### src/assert_macros.svh
// ---------------------------------------------------------------------------
// Assertion macros for the inverted page table block
// Shared property wrappers, clocked on aclk and held off during reset.
// ---------------------------------------------------------------------------
`ifndef ASSERT_MACROS_SVH
`define ASSERT_MACROS_SVH

// Check a property on every clock edge outside reset
`define IPT_ASSERT(lbl, prop, msg) \
    lbl: assert property (@(posedge aclk) disable iff (!aresetn) (prop)) \
        else $error(msg);

// Check that a condition is followed by a result on the next edge
`define IPT_ASSERT_NEXT(lbl, pre, post, msg) \
    lbl: assert property (@(posedge aclk) disable iff (!aresetn) (pre) |=> (post)) \
        else $error(msg);

`endif

### src/ipt_pkg.sv
// ---------------------------------------------------------------------------
// ipt_pkg
// Types, constants and helper functions of the inverted page table block.
// ---------------------------------------------------------------------------
package ipt_pkg;

    // Table geometry
    localparam int NUM_FRAMES  = 64;
    localparam int PAGE_BITS   = 20;
    localparam int FRAME_IDX_W = $clog2(NUM_FRAMES);
    localparam int GRP_SIZE    = 8;
    localparam int GRP_IDX_W   = $clog2(GRP_SIZE);
    localparam int GRP_CNT_W   = $clog2(GRP_SIZE + 1);
    localparam int NUM_GRPS    = NUM_FRAMES / GRP_SIZE;
    localparam int NUM_GRPS_W  = FRAME_IDX_W - GRP_IDX_W;

    // Field widths
    localparam int PID_W  = 2;
    localparam int PF_W   = 7;
    localparam int WB_W   = 7;
    localparam int CNT_W  = 32;
    localparam int LIM_W  = 7;

    localparam logic [PF_W-1:0]  PF_MAX    = '1;
    localparam logic [CNT_W-1:0] CNT_MAX   = '1;

    // Process codes; owner code zero means an unowned frame
    localparam logic [PID_W-1:0] OWNER_NONE = 2'd0;
    localparam logic [PID_W-1:0] PID_A      = 2'd1;
    localparam logic [PID_W-1:0] PID_B      = 2'd2;

    // Configuration port
    localparam int CFG_ADDR_W = 2;
    localparam int CFG_DATA_W = 32;
    localparam logic [CFG_ADDR_W-1:0] REG_FAULT_LIMIT   = 2'd0;
    localparam logic [CFG_ADDR_W-1:0] REG_FRAMES_IN_USE = 2'd1;
    localparam logic [CFG_ADDR_W-1:0] REG_TRACE_LIMIT   = 2'd2;

    localparam logic [LIM_W-1:0] FAULT_LIMIT_RST   = 7'd32;
    localparam logic [LIM_W-1:0] FRAMES_IN_USE_RST = 7'd64;
    localparam logic [CNT_W-1:0] TRACE_LIMIT_RST   = '1;

    // Stream packing
    localparam int S_PID_LSB   = 0;
    localparam int S_PAGE_LSB  = S_PID_LSB + PID_W;
    localparam int S_FIELDS_W  = S_PAGE_LSB + PAGE_BITS;
    localparam int S_TDATA_W   = ((S_FIELDS_W + 7) / 8) * 8;
    localparam int M_FIELDS_W  = 4 + WB_W + 3 * CNT_W + 1;
    localparam int M_TDATA_W   = ((M_FIELDS_W + 7) / 8) * 8;

    // Sequencer states
    typedef enum logic [2:0] {
        ST_IDLE,
        ST_LOOK,
        ST_DECIDE,
        ST_FCOUNT,
        ST_FAPPLY,
        ST_EMIT
    } ipt_state_t;

    // Commands from the sequencer to the datapath
    typedef struct packed {
        logic load_item;
        logic look;
        logic decide;
        logic fcount;
        logic fapply;
        logic emit;
    } ipt_cmd_t;

    // Status from the datapath to the sequencer
    typedef struct packed {
        logic final_due;
        logic out_free;
    } ipt_stat_t;

    // Count set bits in one group of frames
    function automatic logic [GRP_CNT_W-1:0] grp_popcount(input logic [GRP_SIZE-1:0] v);
        logic [GRP_CNT_W-1:0] c;
        c = '0;
        for (int i = 0; i < GRP_SIZE; i++) begin
            c = c + GRP_CNT_W'(v[i]);
        end
        return c;
    endfunction

    // Lowest set bit in one group of frames
    function automatic logic [GRP_IDX_W-1:0] grp_first(input logic [GRP_SIZE-1:0] v);
        logic [GRP_IDX_W-1:0] idx;
        idx = '0;
        for (int i = GRP_SIZE - 1; i >= 0; i--) begin
            if (v[i]) begin
                idx = GRP_IDX_W'(i);
            end
        end
        return idx;
    endfunction

    function automatic logic [CNT_W-1:0] sat_inc(input logic [CNT_W-1:0] v);
        return (v == CNT_MAX) ? v : v + 1'b1;
    endfunction

    function automatic logic [CNT_W-1:0] sat_add(input logic [CNT_W-1:0] a,
                                                 input logic [WB_W-1:0]  b);
        logic [CNT_W:0] s;
        s = {1'b0, a} + (CNT_W + 1)'(b);
        return s[CNT_W] ? CNT_MAX : s[CNT_W-1:0];
    endfunction

endpackage

### src/inverted_page_table_fwf.sv
// ---------------------------------------------------------------------------
// inverted_page_table_fwf
// Inverted frame table shared by two processes with flush-when-full
// replacement, one result beat per reference beat.
// ---------------------------------------------------------------------------
// Each reference passes through accept, lookup across all frames, table
// update and result load; at the trace limit the final flush adds a second
// pass through the registered write-back count tree and a clear. One
// reference is in flight at a time; the next beat is taken once the previous
// result has been loaded, and a result waiting on m_tready holds the block in
// its result step. All 64 frames are matched in parallel in the lookup cycle;
// dirty counts and free-frame search go through groups of eight frames that
// are registered before the update. Configuration must be written only while
// idle; the block itself does not enforce this.
// ---------------------------------------------------------------------------
module inverted_page_table_fwf (
    input  logic                           aclk,
    input  logic                           aresetn,
    // Configuration write port
    input  logic                           cfg_we,
    input  logic [ipt_pkg::CFG_ADDR_W-1:0] cfg_addr,
    input  logic [ipt_pkg::CFG_DATA_W-1:0] cfg_wdata,
    // Reference stream
    input  logic                           s_tvalid,
    output logic                           s_tready,
    // s_tdata: process_id[1:0], page_number[21:2], zero pad[23:22]
    input  logic [ipt_pkg::S_TDATA_W-1:0]  s_tdata,
    // s_tuser: is_write
    input  logic                           s_tuser,
    // Result stream
    output logic                           m_tvalid,
    input  logic                           m_tready,
    // m_tdata: hit[0], fault[1], process_flushed[2], placed[3],
    // writebacks_now[10:4], total_faults[42:11], total_writebacks[74:43],
    // reference_count[106:75], done_res[107], zero pad[111:108]
    output logic [ipt_pkg::M_TDATA_W-1:0]  m_tdata
);
    import ipt_pkg::*;

    ipt_cmd_t  cmd;
    ipt_stat_t stat;

    ipt_ctrl u_ctrl (
        .aclk     (aclk),
        .aresetn  (aresetn),
        .s_tvalid (s_tvalid),
        .s_tready (s_tready),
        .stat     (stat),
        .cmd      (cmd)
    );

    ipt_datapath u_datapath (
        .aclk      (aclk),
        .aresetn   (aresetn),
        .cmd       (cmd),
        .stat      (stat),
        .cfg_we    (cfg_we),
        .cfg_addr  (cfg_addr),
        .cfg_wdata (cfg_wdata),
        .s_tdata   (s_tdata),
        .s_tuser   (s_tuser),
        .m_tvalid  (m_tvalid),
        .m_tready  (m_tready),
        .m_tdata   (m_tdata)
    );

endmodule

### src/ipt_ctrl.sv
// ---------------------------------------------------------------------------
// ipt_ctrl
// Sequencer: steps one reference through lookup, update, optional final
// flush and result hand-off.
// ---------------------------------------------------------------------------
module ipt_ctrl (
    input  logic               aclk,
    input  logic               aresetn,
    input  logic               s_tvalid,
    output logic               s_tready,
    input  ipt_pkg::ipt_stat_t stat,
    output ipt_pkg::ipt_cmd_t  cmd
);
    import ipt_pkg::*;

    ipt_state_t state_reg, state_next;

    // State register
    always_ff @(posedge aclk) begin
        if (!aresetn) begin
            state_reg <= ST_IDLE;
        end else begin
            state_reg <= state_next;
        end
    end

    // Next state
    always_comb begin
        state_next = state_reg;
        unique case (state_reg)
            ST_IDLE: begin
                if (s_tvalid) begin
                    state_next = ST_LOOK;
                end
            end
            ST_LOOK:   state_next = ST_DECIDE;
            ST_DECIDE: state_next = stat.final_due ? ST_FCOUNT : ST_EMIT;
            ST_FCOUNT: state_next = ST_FAPPLY;
            ST_FAPPLY: state_next = ST_EMIT;
            ST_EMIT: begin
                if (stat.out_free) begin
                    state_next = ST_IDLE;
                end
            end
            default:   state_next = ST_IDLE;
        endcase
    end

    // Command decode
    always_comb begin
        cmd      = '0;
        s_tready = 1'b0;
        unique case (state_reg)
            ST_IDLE: begin
                s_tready      = 1'b1;
                cmd.load_item = s_tvalid;
            end
            ST_LOOK:   cmd.look   = 1'b1;
            ST_DECIDE: cmd.decide = 1'b1;
            ST_FCOUNT: cmd.fcount = 1'b1;
            ST_FAPPLY: cmd.fapply = 1'b1;
            ST_EMIT:   cmd.emit   = stat.out_free;
            default: begin
                cmd      = '0;
                s_tready = 1'b0;
            end
        endcase
    end

endmodule

### src/ipt_datapath.sv
// ---------------------------------------------------------------------------
// ipt_datapath
// Frame table, per-process fault counts, totals, configuration registers
// and the result register.
// ---------------------------------------------------------------------------
`include "assert_macros.svh"

module ipt_datapath (
    input  logic                                aclk,
    input  logic                                aresetn,
    input  ipt_pkg::ipt_cmd_t                   cmd,
    output ipt_pkg::ipt_stat_t                  stat,
    input  logic                                cfg_we,
    input  logic [ipt_pkg::CFG_ADDR_W-1:0]      cfg_addr,
    input  logic [ipt_pkg::CFG_DATA_W-1:0]      cfg_wdata,
    input  logic [ipt_pkg::S_TDATA_W-1:0]       s_tdata,
    input  logic                                s_tuser,
    output logic                                m_tvalid,
    input  logic                                m_tready,
    output logic [ipt_pkg::M_TDATA_W-1:0]       m_tdata
);
    import ipt_pkg::*;

    // Configuration
    logic [LIM_W-1:0] fault_limit_reg;
    logic [LIM_W-1:0] frames_in_use_reg;
    logic [CNT_W-1:0] trace_limit_reg;

    // Current reference
    logic [PID_W-1:0]     pid_reg;
    logic [PAGE_BITS-1:0] page_reg;
    logic                 wr_reg;

    // Frame table
    logic [PID_W-1:0]     owner_reg [NUM_FRAMES];
    logic [PID_W-1:0]     owner_next [NUM_FRAMES];
    logic [PAGE_BITS-1:0] page_mem [NUM_FRAMES];
    logic [NUM_FRAMES-1:0] valid_reg, valid_next;
    logic [NUM_FRAMES-1:0] dirty_reg, dirty_next;

    // Lookup stage
    logic [NUM_FRAMES-1:0] in_range;
    logic [NUM_FRAMES-1:0] match_next, match_reg;
    logic [NUM_FRAMES-1:0] cnt_mask, free_a, free_b;
    logic [GRP_CNT_W-1:0]  grp_cnt_next [NUM_GRPS];
    logic [GRP_CNT_W-1:0]  grp_cnt_reg  [NUM_GRPS];
    logic [NUM_GRPS-1:0]   any_a_reg, any_b_reg;
    logic [GRP_IDX_W-1:0]  idx_a_reg [NUM_GRPS];
    logic [GRP_IDX_W-1:0]  idx_b_reg [NUM_GRPS];

    // Counters
    logic [PF_W-1:0]  pf_reg [2];
    logic [CNT_W-1:0] fault_total_reg;
    logic [CNT_W-1:0] wb_total_reg;
    logic [CNT_W-1:0] seen_reg;
    logic             finished_reg;

    // Per-item results
    logic            hit_res_reg, fault_res_reg, pflush_res_reg, placed_res_reg;
    logic [WB_W-1:0] wbnow_res_reg;

    // Output register
    logic                 m_valid_reg;
    logic [M_TDATA_W-1:0] m_data_reg;

    // Update stage signals
    logic                   pid_ok, any_match, hit, fault, pflush, placed, found;
    logic                   pidx;
    logic [PF_W-1:0]        pf_inc;
    logic [NUM_GRPS_W-1:0]  grp_sel;
    logic [GRP_IDX_W-1:0]   grp_idx;
    logic [FRAME_IDX_W-1:0] place_idx;
    logic [WB_W-1:0]        grp_sum, proc_wb;
    logic [CNT_W-1:0]       seen_inc;

    // Configuration writes
    always_ff @(posedge aclk) begin
        if (!aresetn) begin
            fault_limit_reg   <= FAULT_LIMIT_RST;
            frames_in_use_reg <= FRAMES_IN_USE_RST;
            trace_limit_reg   <= TRACE_LIMIT_RST;
        end else if (cfg_we) begin
            unique case (cfg_addr)
                REG_FAULT_LIMIT:   fault_limit_reg   <= cfg_wdata[LIM_W-1:0];
                REG_FRAMES_IN_USE: frames_in_use_reg <= cfg_wdata[LIM_W-1:0];
                REG_TRACE_LIMIT:   trace_limit_reg   <= cfg_wdata[CNT_W-1:0];
                default: ;
            endcase
        end
    end

    // Latch the accepted beat
    always_ff @(posedge aclk) begin
        if (cmd.load_item) begin
            pid_reg  <= s_tdata[S_PID_LSB +: PID_W];
            page_reg <= s_tdata[S_PAGE_LSB +: PAGE_BITS];
            wr_reg   <= s_tuser;
        end
    end

    // Frames taking part in search and allocation
    always_comb begin
        for (int j = 0; j < NUM_FRAMES; j++) begin
            in_range[j] = (32'(j) < 32'(frames_in_use_reg));
        end
    end

    // Per-frame match, write-back and free masks
    always_comb begin
        for (int j = 0; j < NUM_FRAMES; j++) begin
            match_next[j] = valid_reg[j] && in_range[j] && (owner_reg[j] == pid_reg)
                            && (page_mem[j] == page_reg);
            cnt_mask[j]   = valid_reg[j] && dirty_reg[j] && in_range[j]
                            && (cmd.fcount || (owner_reg[j] == pid_reg));
            free_a[j]     = in_range[j] && !valid_reg[j]
                            && ((owner_reg[j] == pid_reg) || (owner_reg[j] == OWNER_NONE));
            free_b[j]     = in_range[j] && ((owner_reg[j] == pid_reg)
                            || ((owner_reg[j] == OWNER_NONE) && !valid_reg[j]));
        end
        for (int g = 0; g < NUM_GRPS; g++) begin
            grp_cnt_next[g] = grp_popcount(cnt_mask[g*GRP_SIZE +: GRP_SIZE]);
        end
    end

    // Register the match vector and group results of the lookup and final count
    always_ff @(posedge aclk) begin
        if (cmd.look) begin
            match_reg <= match_next;
            for (int g = 0; g < NUM_GRPS; g++) begin
                any_a_reg[g] <= |free_a[g*GRP_SIZE +: GRP_SIZE];
                any_b_reg[g] <= |free_b[g*GRP_SIZE +: GRP_SIZE];
                idx_a_reg[g] <= grp_first(free_a[g*GRP_SIZE +: GRP_SIZE]);
                idx_b_reg[g] <= grp_first(free_b[g*GRP_SIZE +: GRP_SIZE]);
            end
        end
        if (cmd.look || cmd.fcount) begin
            for (int g = 0; g < NUM_GRPS; g++) begin
                grp_cnt_reg[g] <= grp_cnt_next[g];
            end
        end
    end

    // Hit, fault, flush and placement decision
    always_comb begin
        pid_ok    = (pid_reg == PID_A) || (pid_reg == PID_B);
        any_match = |match_reg;
        hit       = !finished_reg && pid_ok && any_match;
        fault     = !finished_reg && pid_ok && !any_match;
        pidx      = pid_reg[1];
        pf_inc    = (pf_reg[pidx] < PF_MAX) ? pf_reg[pidx] + 1'b1 : pf_reg[pidx];
        pflush    = fault && (pf_inc > fault_limit_reg);

        grp_sel = '0;
        found   = 1'b0;
        for (int g = NUM_GRPS - 1; g >= 0; g--) begin
            if (pflush ? any_b_reg[g] : any_a_reg[g]) begin
                grp_sel = NUM_GRPS_W'(g);
                found   = 1'b1;
            end
        end
        grp_idx   = pflush ? idx_b_reg[grp_sel] : idx_a_reg[grp_sel];
        place_idx = {grp_sel, grp_idx};
        placed    = fault && found;

        grp_sum = '0;
        for (int g = 0; g < NUM_GRPS; g++) begin
            grp_sum = grp_sum + WB_W'(grp_cnt_reg[g]);
        end
        proc_wb  = pflush ? grp_sum : '0;
        seen_inc = sat_inc(seen_reg);
    end

    assign stat.final_due = !finished_reg && (seen_inc == trace_limit_reg);
    assign stat.out_free  = !m_valid_reg || m_tready;

    // Frame table next values: dirty on write hit, process flush, load, final flush
    always_comb begin
        valid_next = valid_reg;
        dirty_next = dirty_reg;
        owner_next = owner_reg;
        if (cmd.decide) begin
            for (int j = 0; j < NUM_FRAMES; j++) begin
                if (hit && wr_reg && match_reg[j]) begin
                    dirty_next[j] = 1'b1;
                end
                if (pflush && in_range[j] && (owner_reg[j] == pid_reg)) begin
                    valid_next[j] = 1'b0;
                    dirty_next[j] = 1'b0;
                end
                if (placed && (place_idx == FRAME_IDX_W'(j))) begin
                    owner_next[j] = pid_reg;
                    valid_next[j] = 1'b1;
                    dirty_next[j] = wr_reg;
                end
            end
        end else if (cmd.fapply) begin
            for (int j = 0; j < NUM_FRAMES; j++) begin
                if (in_range[j]) begin
                    valid_next[j] = 1'b0;
                    dirty_next[j] = 1'b0;
                end
            end
        end
    end

    // Frame state registers
    always_ff @(posedge aclk) begin
        if (!aresetn) begin
            valid_reg <= '0;
            dirty_reg <= '0;
            for (int j = 0; j < NUM_FRAMES; j++) begin
                owner_reg[j] <= OWNER_NONE;
            end
        end else begin
            valid_reg <= valid_next;
            dirty_reg <= dirty_next;
            owner_reg <= owner_next;
        end
    end

    // Page store, written on load only
    always_ff @(posedge aclk) begin
        if (cmd.decide && placed) begin
            page_mem[place_idx] <= page_reg;
        end
    end

    // Counters and per-item results
    always_ff @(posedge aclk) begin
        if (!aresetn) begin
            pf_reg[0]       <= '0;
            pf_reg[1]       <= '0;
            fault_total_reg <= '0;
            wb_total_reg    <= '0;
            seen_reg        <= '0;
            finished_reg    <= 1'b0;
            hit_res_reg     <= 1'b0;
            fault_res_reg   <= 1'b0;
            pflush_res_reg  <= 1'b0;
            placed_res_reg  <= 1'b0;
            wbnow_res_reg   <= '0;
        end else if (cmd.decide) begin
            if (fault) begin
                fault_total_reg <= sat_inc(fault_total_reg);
                pf_reg[pidx]    <= pflush ? PF_W'(1) : pf_inc;
            end
            wb_total_reg <= sat_add(wb_total_reg, proc_wb);
            if (!finished_reg) begin
                seen_reg <= seen_inc;
            end
            hit_res_reg    <= hit;
            fault_res_reg  <= fault;
            pflush_res_reg <= pflush;
            placed_res_reg <= placed;
            wbnow_res_reg  <= proc_wb;
        end else if (cmd.fapply) begin
            wb_total_reg  <= sat_add(wb_total_reg, grp_sum);
            wbnow_res_reg <= wbnow_res_reg + grp_sum;
            finished_reg  <= 1'b1;
        end
    end

    // Result register: hold until taken, reload on emit
    always_ff @(posedge aclk) begin
        if (!aresetn) begin
            m_valid_reg <= 1'b0;
        end else if (cmd.emit) begin
            m_valid_reg <= 1'b1;
        end else if (m_tready) begin
            m_valid_reg <= 1'b0;
        end
    end

    always_ff @(posedge aclk) begin
        if (cmd.emit) begin
            m_data_reg <= {(M_TDATA_W - M_FIELDS_W)'(0), finished_reg, seen_reg,
                           wb_total_reg, fault_total_reg, wbnow_res_reg,
                           placed_res_reg, pflush_res_reg, fault_res_reg, hit_res_reg};
        end
    end

    assign m_tvalid = m_valid_reg;
    assign m_tdata  = m_data_reg;

    // Checks
    `IPT_ASSERT(a_hit_not_fault, !(hit_res_reg && fault_res_reg), "hit and fault together")
    `IPT_ASSERT(a_placed_is_fault, placed_res_reg |-> fault_res_reg, "load without fault")
    `IPT_ASSERT(a_wb_bound, wbnow_res_reg <= WB_W'(NUM_FRAMES), "write-backs exceed frames")
    `IPT_ASSERT(a_done_frozen, (finished_reg && $past(finished_reg)) |-> ($stable(fault_total_reg) && $stable(seen_reg)), "state moved after finish")
    `IPT_ASSERT_NEXT(a_final_sets_done, cmd.fapply, finished_reg && (valid_reg & in_range) == '0, "final flush incomplete")

endmodule

### config.mk
export PLATFORM = sky130hd
export DESIGN_NAME = inverted_page_table_fwf
export DESIGN_NICKNAME = d
export VERILOG_FILES = /design/src/ipt_pkg.sv /design/src/inverted_page_table_fwf.sv /design/src/ipt_ctrl.sv /design/src/ipt_datapath.sv
export VERILOG_INCLUDE_DIRS = /design/src /design/src/src
export SDC_FILE = /design/constraint.sdc
export NUM_CORES = 2
export LEC_CHECK = 0
export ABC_AREA = 1
export BUFFER_PORTS_ARGS = -buffer_cell sky130_fd_sc_hd__buf_2
export CORE_MARGIN = 4
export CORE_UTILIZATION = 55
export DETAILED_ROUTE_END_ITERATION = 7
export PLACE_DENSITY = 0.71
export RECOVER_POWER = 25
export SETUP_SLACK_MARGIN = 0.4
export SLEW_MARGIN = 20
export SYNTH_ARGS = -nofsm -noshare
export SYNTH_HDL_FRONTEND = slang
export SYNTH_SLANG_ARGS = --single-unit
### constraint.sdc
create_clock -name aclk -period 17 [get_ports aclk]
set_input_delay 1.7 -clock aclk [delete_from_list [all_inputs] [get_ports aclk]]
set_output_delay 1.7 -clock aclk [all_outputs]
set_load 0.01 [all_outputs]
==> impl_results.html <==
<table>
<tr><th>Metric</th><th>Value</th></tr>
<tr><th colspan="2">Global route</th></tr>
<tr><td>Number of antenna violations at the first check in global routing</td><td>15</td></tr>
<tr><td>First-pass GRT wire length</td><td>around 410,000 um</td></tr>
<tr><td>Total global-route track usage</td><td>0.305</td></tr>
<tr><td>Final global-route overflow total</td><td>0</td></tr>
<tr><td>Maximum number of pins on one net before global-route repair</td><td>between 100 and 150</td></tr>
<tr><td>Vias in the first global route</td><td>between 60,000 and 70,000</td></tr>
<tr><th colspan="2">Synthesis</th></tr>
<tr><td>Xor and xnor area share after synthesis</td><td>0.104</td></tr>
<tr><td>Post-synthesis share of cell area spent on full adders, half adders and majority gates</td><td>0.0207</td></tr>
<tr><td>Share of synthesized registers carrying an async set or reset</td><td>0</td></tr>
<tr><td>Mux contribution to synthesized area</td><td>0.000319</td></tr>
<tr><td>Distinct cells, synth</td><td>68</td></tr>
<tr><td>Post-synthesis sequential area ratio</td><td>0.594</td></tr>
<tr><td>Dominant combinational cell family by area after synthesis</td><td>simple AND/OR/NAND/NOR gates</td></tr>
<tr><td>Mean post-synth cell area</td><td>between 10 and 15 um^2</td></tr>
<tr><td>Summed instance area of the synthesized netlist</td><td>94,100 um^2</td></tr>
<tr><td>Most instantiated flip-flop cell in the synthesis netlist</td><td>edfxtp_1</td></tr>
<tr><td>Number of flops mapped to enable cells by yosys</td><td>roughly 1,600</td></tr>
<tr><td>Number of warnings reported in the yosys synthesis log</td><td>0</td></tr>
<tr><td>Fraction of the mapped netlist area in simple logic gates</td><td>0.146</td></tr>
<tr><td>Register bit count reported by yosys</td><td>roughly 2,000</td></tr>
<tr><td>Area fraction in compound gates after synthesis</td><td>0.0872</td></tr>
<tr><td>Number of instances in the synthesized netlist</td><td>8,893</td></tr>
<tr><th colspan="2">Final layout</th></tr>
<tr><td>Fraction of layout cells with a size suffix above 1</td><td>0.0813</td></tr>
<tr><td>Post-layout net count</td><td>~9,200</td></tr>
<tr><td>Final non-filler cell total</td><td>around 11,000</td></tr>
<tr><td>Utilization after layout</td><td>0.613</td></tr>
<tr><td>Synthesis-to-finish area growth</td><td>10.6%</td></tr>
<tr><td>Number of flip-flops in the largest register</td><td>between 1,000 and 1,500</td></tr>
<tr><td>Fill count</td><td>13,500</td></tr>
<tr><th colspan="2">Route</th></tr>
<tr><td>Via total after detailed routing</td><td>69,000</td></tr>
<tr><td>Detailed router's first-iteration violation count</td><td>just under 9,000</td></tr>
<tr><td>Routed length per placed instance</td><td>24.3 um</td></tr>
<tr><td>Post-detailed-routing wire length</td><td>roughly 280,000 um</td></tr>
<tr><td>DRT Pass-1 Iters</td><td>8</td></tr>
<tr><td>Number of antenna-violating nets in the routed design</td><td>0</td></tr>
<tr><td>DRC errors left</td><td>0</td></tr>
<tr><td>Via density per instance</td><td>~6.0</td></tr>
<tr><th colspan="2">STA</th></tr>
<tr><td>Unrepaired setup endpoints after global routing</td><td>no</td></tr>
<tr><td>Max-slew violation count</td><td>1,548</td></tr>
<tr><td>Final setup viols</td><td>0</td></tr>
<tr><td>Max-slew headroom at the worst pin</td><td>-3.56</td></tr>
<tr><td>Fin. Hold Viols</td><td>0</td></tr>
<tr><td>TNS Setup</td><td>0 ns</td></tr>
<tr><td>Minimum period implied by the final worst setup slack</td><td>just under 9 ns</td></tr>
<tr><td>Share of the clock period used by the worst path</td><td>0.508</td></tr>
<tr><td>Worst Skew</td><td>roughly 0.042 ns</td></tr>
<tr><td>Fmax achieved</td><td>around 120 MHz</td></tr>
<tr><td>Transition time of the tightest slew-check pin</td><td>just under 7 ns</td></tr>
<tr><th colspan="2">Critical path</th></tr>
<tr><td>Worst path arrival time</td><td>between 9 and 10 ns</td></tr>
<tr><td>Most Frequent Cell on Critical Path</td><td>nand2_1</td></tr>
<tr><td>Crit path kind</td><td>flop to flop</td></tr>
<tr><td>Cell type of the slowest stage on the worst timing path</td><td>nor2_2</td></tr>
<tr><td>Endpoint type of the worst setup path</td><td>flop</td></tr>
<tr><td>Crit path largest cell delay</td><td>0.91 ns</td></tr>
<tr><td>Critical path required time</td><td>between 15 and 20 ns</td></tr>
<tr><td>Highest net fanout along the worst path</td><td>43</td></tr>
<tr><td>Element type at the critical path start</td><td>flop</td></tr>
<tr><th colspan="2">Run status</th></tr>
<tr><td>Status</td><td>finished, violations left</td></tr>
<tr><td>Violated checks</td><td>capacitance limit, slew limit</td></tr>
<tr><th colspan="2">Floorplanning</th></tr>
<tr><td>Horizontal die dimension</td><td>around 420 um</td></tr>
<tr><td>Boundary pin count</td><td>approximately 180</td></tr>
<tr><td>Initial core utilization</td><td>0.555</td></tr>
<tr><td>Number of placement rows</td><td>around 150</td></tr>
<tr><td>Core footprint</td><td>170,000 um^2</td></tr>
<tr><td>Full die area</td><td>around 180,000 um^2</td></tr>
<tr><td>Vert. Die Dim</td><td>422 um</td></tr>
<tr><th colspan="2">Flow run</th></tr>
<tr><td>Count of max-cap constraint violations</td><td>34</td></tr>
<tr><th colspan="2">Clock network</th></tr>
<tr><td>Worst-path clk slew</td><td>about 0.060 ns</td></tr>
<tr><td>CTS Buffer Depth</td><td>3</td></tr>
<tr><td>Clock tree from TritonCTS</td><td>yes</td></tr>
<tr><td>Number of clock sinks seen by CTS</td><td>roughly 2,000</td></tr>
<tr><td>Depth of the CTS H-tree</td><td>4</td></tr>
<tr><td>Hold_buf cts</td><td>0</td></tr>
<tr><td>Post-CTS Setup Inserts</td><td>0</td></tr>
<tr><td>Cell at the root of the clock tree</td><td>clkbuf_16</td></tr>
<tr><td>Clock insertion delay at the later pin of the skew report</td><td>between 0.8 and 0.9 ns</td></tr>
<tr><td>CTS resizes</td><td>0</td></tr>
<tr><td>TritonCTS buffer count</td><td>202</td></tr>
<tr><th colspan="2">Placement</th></tr>
<tr><td>Routability-driven placement congestion ratio</td><td>between 0.9 and 1</td></tr>
<tr><td>Cell count after placement</td><td>between 10,000 and 15,000</td></tr>
<tr><td>Half-perimeter wire length after detailed placement</td><td>180,000 um</td></tr>
<tr><td>Quantity of I/O buffers inserted on ports</td><td>about 170</td></tr>
<tr><th colspan="2">Pwr</th></tr>
<tr><td>PwrDens</td><td>between 100 and 150 nW/um^2</td></tr>
<tr><td>Leakage power total</td><td>36.5 nW</td></tr>
<tr><td>Post-layout total power</td><td>11.9 mW</td></tr>
<tr><td>Max IR drop VDD</td><td>133 uV</td></tr>
<tr><th colspan="2">Hold path</th></tr>
<tr><td>HP Class</td><td>flop to flop</td></tr>
</table>
## per-stage QoR
step	instance area, um^2	hold WS, ns	worst slack (ns)
6_report	104000	0.430	8.36
2_1_floorplan	94100	0.403	10.20
3_3_place_gp	97800	0.410	8.60
4_1_cts	104000	0.428	8.46
5_1_grt	104000	0.432	7.85
3_5_place_dp	97800	0.411	8.51
## kinds of logic (layout without fill, tap and decap cells)
family / Yosys count / in the layout
flip-flops: 2000 / 2000
multiplexers: 3 / 3
adder cells (fa/ha/maj): 123 / 123
other: 1 / 13
buffers and inverters: 1187 / 1525
XOR/XNOR: 1113 / 1113
AND/OR/NAND/NOR: 3046 / 3046
AO/OA/AOI/OAI: 1420 / 1420
## synthesized netlist by cell type, drive strengths merged, types with 153 or more instances
master  instances  area, um^2
a21oi         445        2240
dfxtp         415        8310
inv           806        3030
o21ai         557        2800
xnor2         737        6450
nand2        1231        4700
nor4          153         957
nand4         258        1620
nor3          153         766
nor2          820        3250
clkbuf        274        1030
nand3         290        1510
xor2          376        3290
edfxtp       1585       47600
## where the power goes
group	total (mW)	internal (mW)	switching, mW
registers	5.54	5.47	0.0786
logic	2.04	0.654	1.38
clock network	4.36	2.44	1.92
## final timing paths
path | startpoint | end | slack, ns | cells past startpoint
max | flop | u_datapath.page_mem[41][3]$_DFFE_PP_ | 8.36 | 37
min | u_datapath.hit_res_reg$_SDFFE_PN0P_ | u_datapath.m_tdata[0]$_DFFE_PP_ | 0.43 | 0
max reg2reg | flop | u_datapath.page_mem[41][3]$_DFFE_PP_ | 8.36 | 37
min reg2reg | u_datapath.hit_res_reg$_SDFFE_PN0P_ | u_datapath.m_tdata[0]$_DFFE_PP_ | 0.43 | 0
## worst max-delay path, delay by kind of cell (launching register included)
kind	cells	cell delay, ns
xor+xnor	1	0.15
buf+inv	8	2.16
fa+ha+maj	1	0.32
simple gates	25	4.44
flops	1	0.50
compound gates	2	0.57
## cells in the final DEF, fill, tap and decap left out, types with 41 or more instances in the layout
cell       count
edfxtp_1    1585
nand2_1     1215
inv_1        784
nor2_1       759
xnor2_1      737
o21ai_0      495
a21oi_1      443
dfxtp_1      415
xor2_1       376
nand3_1      280
nand4_1      257
clkbuf_16    203
buf_2        169
nor4_1       152
nor3_1       151
buf_4        118
o22ai_1       87
clkbuf_1      82
ha_1          69
clkinv_1      62
a31oi_1       62
o21ai_1       60
fa_1          54
or2_2         51
a221oi_1      51
and3_1        46
o211ai_1      41
nor2_2        41
## routing by layer
layer	global-route usage	routed length, um
met3	0.0782	30500
met5	0	132
met1	0.402	109000
met2	0.477	124000
met4	0.141	13800
## cell type report
type	count	area [um^2]	share of cell area
inverters	818	3080	0.0296
clock buffers	254	5360	0.0515
well taps	2218	2780	0.0267
flip-flops and latches	2000	55900	0.537
multi-input cells	5709	33800	0.325
repair buffers	331	1960	0.0189
clock inverters	122	1090	0.0105
diodes	9	22.5	0.000217
Power figures use the tool's default switching activity.
